$ cat src/rtl/core/dmcl_pkg.sv
`timescale 1ns / 1ps
// dmcl_pkg: constants, register codes and controller/datapath interface types
// for the direct-mapped cache lookup. No dependencies.
package dmcl_pkg;

	localparam int CFG_W      = 4;
	localparam int COUNT_W    = 32;
	localparam int OFFSET_MIN = 4;
	localparam int OFFSET_MAX = 8;
	localparam int SHAMT_W    = 5;
	localparam int M_DATA_W   = 72;
	localparam int APB_DATA_W = 32;
	localparam int APB_ADDR_W = 3;

	// register select is paddr[2]
	localparam logic REG_OFFSET_BITS = 1'b0;
	localparam logic REG_INDEX_BITS  = 1'b1;

	typedef struct packed {
		logic clr;      // clearing sweep: write one line invalid
		logic load;     // capture input beat
		logic lookup;   // read tag RAM at computed line
		logic resolve;  // compare, update line and counters, load result
	} ctrl_cmd_t;

	typedef struct packed {
		logic clr_last; // sweep is at the last line
	} ctrl_sts_t;

endpackage

$ cat src/rtl/core/dmcl_ctrl.sv
`timescale 1ns / 1ps
// dmcl_ctrl: sequencer for the cache lookup (clear sweep, accept, read, resolve)
// and the output valid flag. Depends on dmcl_pkg.
module dmcl_ctrl (
	input  logic                clk,
	input  logic                arst_n,
	input  logic                s_tvalid,
	output logic                s_tready,
	output logic                m_tvalid,
	input  logic                m_tready,
	input  dmcl_pkg::ctrl_sts_t sts,
	output dmcl_pkg::ctrl_cmd_t cmd
);

	typedef enum logic [1:0] {
		ST_CLEAR,
		ST_IDLE,
		ST_LOOKUP,
		ST_RESOLVE
	} state_t;

	state_t state_q;
	logic   m_tvalid_q;

	always_comb begin
		cmd         = '0;
		cmd.clr     = (state_q == ST_CLEAR);
		cmd.load    = (state_q == ST_IDLE) && s_tvalid;
		cmd.lookup  = (state_q == ST_LOOKUP);
		cmd.resolve = (state_q == ST_RESOLVE) && (!m_tvalid_q || m_tready);
	end

	assign s_tready = (state_q == ST_IDLE);
	assign m_tvalid = m_tvalid_q;

	always_ff @(posedge clk or negedge arst_n) begin
		if (!arst_n) begin
			state_q    <= ST_CLEAR;
			m_tvalid_q <= 1'b0;
		end else begin
			if (cmd.resolve) begin
				m_tvalid_q <= 1'b1;
			end else if (m_tready) begin
				m_tvalid_q <= 1'b0;
			end
			case (state_q)
				ST_CLEAR: begin
					if (sts.clr_last) begin
						state_q <= ST_IDLE;
					end
				end
				ST_IDLE: begin
					if (s_tvalid) begin
						state_q <= ST_LOOKUP;
					end
				end
				ST_LOOKUP: begin
					state_q <= ST_RESOLVE;
				end
				ST_RESOLVE: begin
					if (cmd.resolve) begin
						state_q <= ST_IDLE;
					end
				end
				default: begin
					state_q <= ST_CLEAR;
				end
			endcase
		end
	end

endmodule

$ cat config.mk
export PLATFORM = sky130hd
export DESIGN_NAME = dmcl_ctrl
export DESIGN_NICKNAME = d
export VERILOG_FILES = /design/src/rtl/core/dmcl_pkg.sv /design/src/rtl/core/dmcl_ctrl.sv
export SDC_FILE = /design/constraint.sdc
export NUM_CORES = 1
export LEC_CHECK = 0
export BUFFER_PORTS_ARGS = -buffer_cell sky130_fd_sc_hd__buf_2
export CAP_MARGIN = 20
export CELL_PAD_IN_SITES_DETAIL_PLACEMENT = 1
export CELL_PAD_IN_SITES_GLOBAL_PLACEMENT = 1
export CORE_AREA = 3 3 40 42
export CTS_BUF_LIST = sky130_fd_sc_hd__clkbuf_4 sky130_fd_sc_hd__clkbuf_8
export CTS_CLUSTER_SIZE = 14
export DETAILED_ROUTE_END_ITERATION = 16
export DIE_AREA = 0 0 43 45
export PLACE_DENSITY = 0.52
export SLEW_MARGIN = 20
export SYNTH_ARGS = -nofsm -noshare
export SYNTH_HDL_FRONTEND = slang
export SYNTH_SLANG_ARGS = --single-unit
$ cat constraint.sdc
create_clock -name clk -period 2.65 [get_ports clk]
set_input_delay 0.265 -clock clk [delete_from_list [all_inputs] [get_ports clk]]
set_output_delay 0.265 -clock clk [all_outputs]
set_load 0.05 [all_outputs]
==> summary.txt, run 1 <==
Status
  • Status: complete, no violations

Worst setup path
  • Nature of the critical path endpoint: output pin
  • Startpoint class of the critical path: flip-flop
  • Worst-path maximum fanout: 4
  • Worst setup path class: reg -> out
  • Worst endpoint required time: 2.38 ns
  • Crit path DAT: 1.32 ns

Synth
  • Distinct cell type count after synthesis: 10
  • Synth top area share: 33.3%
  • Syn_area_per_cell: 11.3 um2
  • Dominant cell type by area after synthesis: dfrtp_1
  • Asr flop ratio synth: 100%
  • Leading post-synthesis cells by instance count: ha_1, inv_1, dfrtp_1, and2_1
  • Cell area after synthesis: 225 um2
  • Count leader, synth: ha_1
  • Post-Synthesis Cells: 20
  • Yosys warning count: 0
  • Syn_nets: 30
  • Register bit total from synthesis: 3
  • Most used DFF post-synth: dfrtp_1
  • Sequential share of the synthesized area: 33.3%
  • Top cells by area, synth: dfrtp_1, ha_1, inv_1, o221ai_2, nand2b_4
  • Number of synthesized flops with an enable pin: 0

Hold path
  • Tightest Hold Check Type: in -> reg

Timing
  • RSZ-0062 raised after global routing: no
  • Fin. Hold Viols: 0
  • Crit path time final: 1.58 ns
  • Measured slew at the worst slew-check pin: 0.251 ns
  • Clock skew: 0.00648 ns
  • Fin worst setup slack: 1.07 ns
  • Fmax: 0.631 GHz
  • # setup viols final: 0
  • WHS: 0.304 ns
  • Pins Over Slew Limit: 0
  • Period utilization: 59.8%
  • Relative slew margins: 83.4%
  • Setup TNS: 0 ns

Clock network
  • Root buffer cell: clkbuf_4
  • Setup Fix Bufs, Post-CTS: 0
  • Num CTS Buffers: 3
  • CTS tree: done
  • CTS H-Tree Depth: 1
  • Clock Path Buffers: 2
  • Clock Latency Late Sink: 0.25 ns
  • Clk sinks: 3
  • Clock transition at path regs: 0.04 ns

Drt
  • Via count: 188
  • Antenna viol nets, final: 0
  • Vias/cell: 3.76
  • Remaining DRCs: 0
  • Total detailed-routing wirelength: 507 um
  • Initial DRC Count: 0
  • DRT Pass-1 Iters: 1
  • Routed len/inst: 10.1 um

Layout
  • Share of cells above drive strength 1: 45.7%
  • Layout filler cell count: 154
  • Final std cells w/o fill: 50
  • Layout net count: 46
  • N_diodes: 0
  • Area Overhead vs Synth: 48.3%

Floorplan
  • DIE WIDTH: 43 um
  • Die ar.: 0.00194 mm2
  • Site Rows: 13
  • Die Span Y: 45 um
  • Core area: 0.00128 mm2
  • Initial core utilization: 17.5%
  • I/O Pins: 11

Global route
  • GRT Overall Usage: 6.84%
  • Largest net degree at the start of global routing: 5
  • Number of global-route vias before repair: 221
  • Initial antenna violation count: 0
  • Global-route wire length before repair: 876 um
  • Global route overflow: 0

Placement
  • Dpl ws: 1.18 ns
  • I/O Buffers: 10
  • Placed cells: 45
  • DP Wirelength: 427 um
  • Routability cong.: 0.608

Flow run
  • MaxCap Viol Count: 0
==> layer usage <==
layer  vias up  part of all wire (%)  GRT usage [%]
met4         0                   4.3           10.8
met1        86                    33           6.31
met5         -                     0              0
li1         92                     -              -
met2         8                    56           10.2
met3         2                   6.5           1.59
==> cell usage in the layout (no fill, tap or decap) <==
master and instances:
and2_1 2, nand2b_1 1, buf_2 10, dfrtp_1 3
nand2_1 1, mux2i_1 1, dlygate4sd3_1 1, mux2_1 1
inv_1 4, ha_1 5, o221ai_2 1, clkbuf_4 4
nand2b_4 1
==> worst paths after layout <==
| check | from | endpoint | slack (ns) | cells past startpoint |
|---|---|---|---|---|
| max | state_q[1]$_DFFE_PN0P_ | cmd[2] | 1.07 | 4 |
| min | m_tready | m_tvalid$_DFFE_PN0P_ | 0.30 | 3 |
| max reg2reg | state_q[1]$_DFFE_PN0P_ | state_q[1]$_DFFE_PN0P_ | 1.20 | 5 |
| min reg2reg | m_tvalid$_DFFE_PN0P_ | m_tvalid$_DFFE_PN0P_ | 0.55 | 2 |
| max in group asynchronous | arst_n | state_q[0]$_DFFE_PN0P_ | 2.19 | 2 |
| min in group asynchronous | arst_n | state_q[1]$_DFFE_PN0P_ | 0.35 | 2 |
==> kinds of logic after synthesis <==
group                      after synthesis  share of synthesized area (%)
DFF                                      3                           33.3
buffers and inverters                    4                           6.66
muxes                                    2                           9.44
AOI/OAI and AO/OA                        1                           6.66
and+or+nand+nor                          5                           16.1
adders and majority gates                5                           27.8
==> registers in the layout, indices dropped and copies added (netlist names) <==
name      cells
m_tvalid      1
state_q       2
==> per-stage QoR <==
| step | utilization (%) | instance area, um2 |
|---|---|---|
| after floorplan | - | 225 |
| after global placement | 22.9 | 294 |
| after detailed placement | 22.9 | 294 |
| after CTS | 26.0 | 334 |
| after global routing | 26.0 | 334 |
| final | 26.0 | 334 |
==> worst max-delay path, stage by stage, from the launching register on <==
cell	delay (ns)
dfrtp_1	0.40
inv_1	0.12
ha_1	0.18
and2_1	0.12
buf_2	0.25
==> layout make-up <==
type                            instances  area [um2]  area share [%]
Clock buffer                            4        30.0            8.99
Timing Repair Buffer                   11        60.1            18.0
Inverter                                4        15.0            4.49
Tap cell                               15        18.8            5.62
Multi-Input combinational cell         13         135            40.4
Sequential cell                         3        75.1            22.5
==> what timing repair did <==
item                                   4_1_cts  5_1_grt
gates resized for setup                      0        0
hold buffers                                 1        0
endpoints found under the hold margin        3        0
Power of run 1 is left out: the tool's default activity adds up to more than one toggle a clock period on the data nets, which glitch-free logic cannot reach.
==> run 2: changes to the inputs <==
Settings changed: ABC_AREA set to 1, PLACE_DENSITY 0.52 to 0.58.
Clock period 2.65 ns to 1.4 ns, I/O delays scaled along.
==> summary.txt, run 2 <==
Floorplan
  • Core area: 0.00128 mm2 (unchanged)
  • Initial core utilization: 19.0% (+1.5 points)
  • Site Rows: 13 (unchanged)
  • Die Span Y: 45 um (unchanged)
  • I/O Pins: 11 (unchanged)
  • DIE WIDTH: 43 um (unchanged)
  • Die ar.: 0.00194 mm2 (unchanged)

Drt
  • Routed len/inst: 8.81 um (-13%)
  • Via count: 241 (+28%)
  • Remaining DRCs: 0 (unchanged)
  • Total detailed-routing wirelength: 546 um (+7.7%)
  • Vias/cell: 3.89 (+3.4%)
  • Initial DRC Count: 0 (unchanged)
  • DRT Pass-1 Iters: 1 (unchanged)
  • Antenna viol nets, final: 0 (unchanged)

Layout
  • N_diodes: 0 (unchanged)
  • Layout net count: 58 (+26%)
  • Max reg flops: 2 (unchanged)
  • Biggest register: state_q
  • Cell area after layout: 393 um2 (+18%)
  • Area Overhead vs Synth: 61.0%
  • Share of cells above drive strength 1: 57.4% (+12 points)
  • Most frequent cells in the layout: nand2_1, buf_2, inv_1, clkbuf_4

Global route
  • GRT Overall Usage: 6.50% (-0.34 points)
  • Global route overflow: 0 (unchanged)
  • Number of global-route vias before repair: 264 (+19%)
  • Largest net degree at the start of global routing: 6 (+1)
  • Initial antenna violation count: 0 (unchanged)
  • Global-route wire length before repair: 931 um (+6.3%)

Placement
  • I/O Buffers: 10 (unchanged)
  • DP Wirelength: 435 um (+1.8%)
  • DP Area: 319 um2 (+8.5%)
  • Dpl ws: 0.185 ns (-0.990 ns)
  • Routability cong.: 0.633 (+4.1%)

Timing
  • # setup viols final: 0 (unchanged)
  • Pins Over Slew Limit: 0 (unchanged)
  • Clock skew: 0.00129 ns (-0.00518 ns)
  • Relative slew margins: 83.4% (about the same)
  • Fin. Hold Viols: 0 (unchanged)
  • Fmax: 0.753 GHz
  • RSZ-0062 raised after global routing: yes
  • Crit path time final: 1.33 ns
  • Measured slew at the worst slew-check pin: 0.251 ns (+0.000603 ns)
  • Period utilization: 94.9%
  • Setup TNS: 0 ns (unchanged)
  • WHS: 0.173 ns (-0.131 ns)
  • Fin worst setup slack: 0.0711 ns (-0.994 ns)

Flow run
  • MaxCap Viol Count: 0 (unchanged)

Synth
  • Leading post-synthesis cells by instance count: inv_1, nand2_1, ha_1, dfrtp_1
  • Sequential share of the synthesized area: 30.8% (-2.6 points)
  • Most used DFF post-synth: dfrtp_1
  • Top cells by area, synth: dfrtp_1, ha_1, inv_1, nand2_1, nand3_2
  • Dominant cell type by area after synthesis: dfrtp_1
  • Cell area after synthesis: 244 um2 (+8.3%)
  • Post-Synthesis Cells: 30 (+50%)
  • Register bit total from synthesis: 3 (unchanged)
  • Asr flop ratio synth: 100% (unchanged)
  • Syn_area_per_cell: 8.13 um2 (-28%)
  • Distinct cell type count after synthesis: 9 (-1)
  • Yosys warning count: 0 (unchanged)
  • Synth top area share: 30.8% (-2.6 points)
  • Number of synthesized flops with an enable pin: 0 (unchanged)
  • Syn_nets: 40 (+33%)

Clock network
  • CTS tree: done
  • Clock Path Buffers: 2 (unchanged)
  • Clock transition at path regs: 0.04 ns (about the same)
  • Num CTS Buffers: 3 (unchanged)
  • Clk sinks: 3 (unchanged)
  • CTS H-Tree Depth: 1 (unchanged)
  • Clock Latency Late Sink: 0.23 ns (-0.02 ns)
  • Root buffer cell: clkbuf_4

Worst setup path
  • Crit path DAT: 1.19 ns (-0.13 ns)
  • Worst endpoint required time: 1.26 ns (-1.12 ns)
  • Worst setup path class: reg -> out
  • Worst-path maximum fanout: 4 (unchanged)
  • Startpoint class of the critical path: flip-flop
  • Nature of the critical path endpoint: output pin

Status
  • Status: complete, no violations

Hold path
  • Tightest Hold Check Type: in -> reg
run 2: timing repair:
item,4_1_cts,5_1_grt
setup buffers,0,2
gates resized for setup,3,6
endpoints found under the hold margin,3,0
endpoints found under the setup margin,2,4
hold buffers,1,0
pin swaps,0,1
run 2: final timing paths:
path	startpoint	endpoint	slack, ns	depth (start not counted)
min reg2reg	m_tvalid$_DFFE_PN0P_	m_tvalid$_DFFE_PN0P_	0.55	2
max reg2reg	state_q[0]$_DFFE_PN0P_	state_q[0]$_DFFE_PN0P_	0.29	6
max in group asynchronous	arst_n	state_q[0]$_DFFE_PN0P_	1.05	2
min in group asynchronous	arst_n	state_q[1]$_DFFE_PN0P_	0.23	2
min	m_tready	m_tvalid$_DFFE_PN0P_	0.17	4
max	state_q[1]$_DFFE_PN0P_	s_tready	0.07	3
run 2: cells by family after synthesis:
logic type	count (synthesis)	share of synthesized area, %
buf+inv	8	12.3
fa+ha+maj	5	25.6
simple gates	13	29.2
flops	3	30.8
compound gates	1	2.05
run 2: final cells by class:
type / count / area (um2)
fillers: 167 / 892
repair buffers: 13 / 90.1
well taps: 15 / 18.8
clock buffers: 4 / 30.0
inverters: 8 / 30.0
flip-flops and latches: 3 / 76.3
multi-input cells: 19 / 148
run 2: per-layer routing:
| layer | part of all wire, % | up-vias | track usage (%) |
|---|---|---|---|
| met5 | 0 | - | 0 |
| met4 | 0 | 0 | 5.42 |
| met3 | 2.9 | 0 | 1.20 |
| met2 | 56 | 3 | 11.1 |
| met1 | 40 | 114 | 7.00 |
| li1 | - | 124 | - |
run 2: worst max-delay path, cell delays in order (launching register included):
cell     delay, ns
dfrtp_1       0.41
inv_2         0.09
ha_2          0.19
buf_2         0.27
run 2: metrics by stage:
| step | std cells | util [%] |
|---|---|---|
| finish | 62 | 30.6 |
| global route | 62 | 30.6 |
| CTS | 60 | 28.6 |
| detailed placement | 55 | 24.8 |
| global placement | 55 | 24.8 |
| floorplan | 30 | - |
Power of run 2 is left out for the same reason.
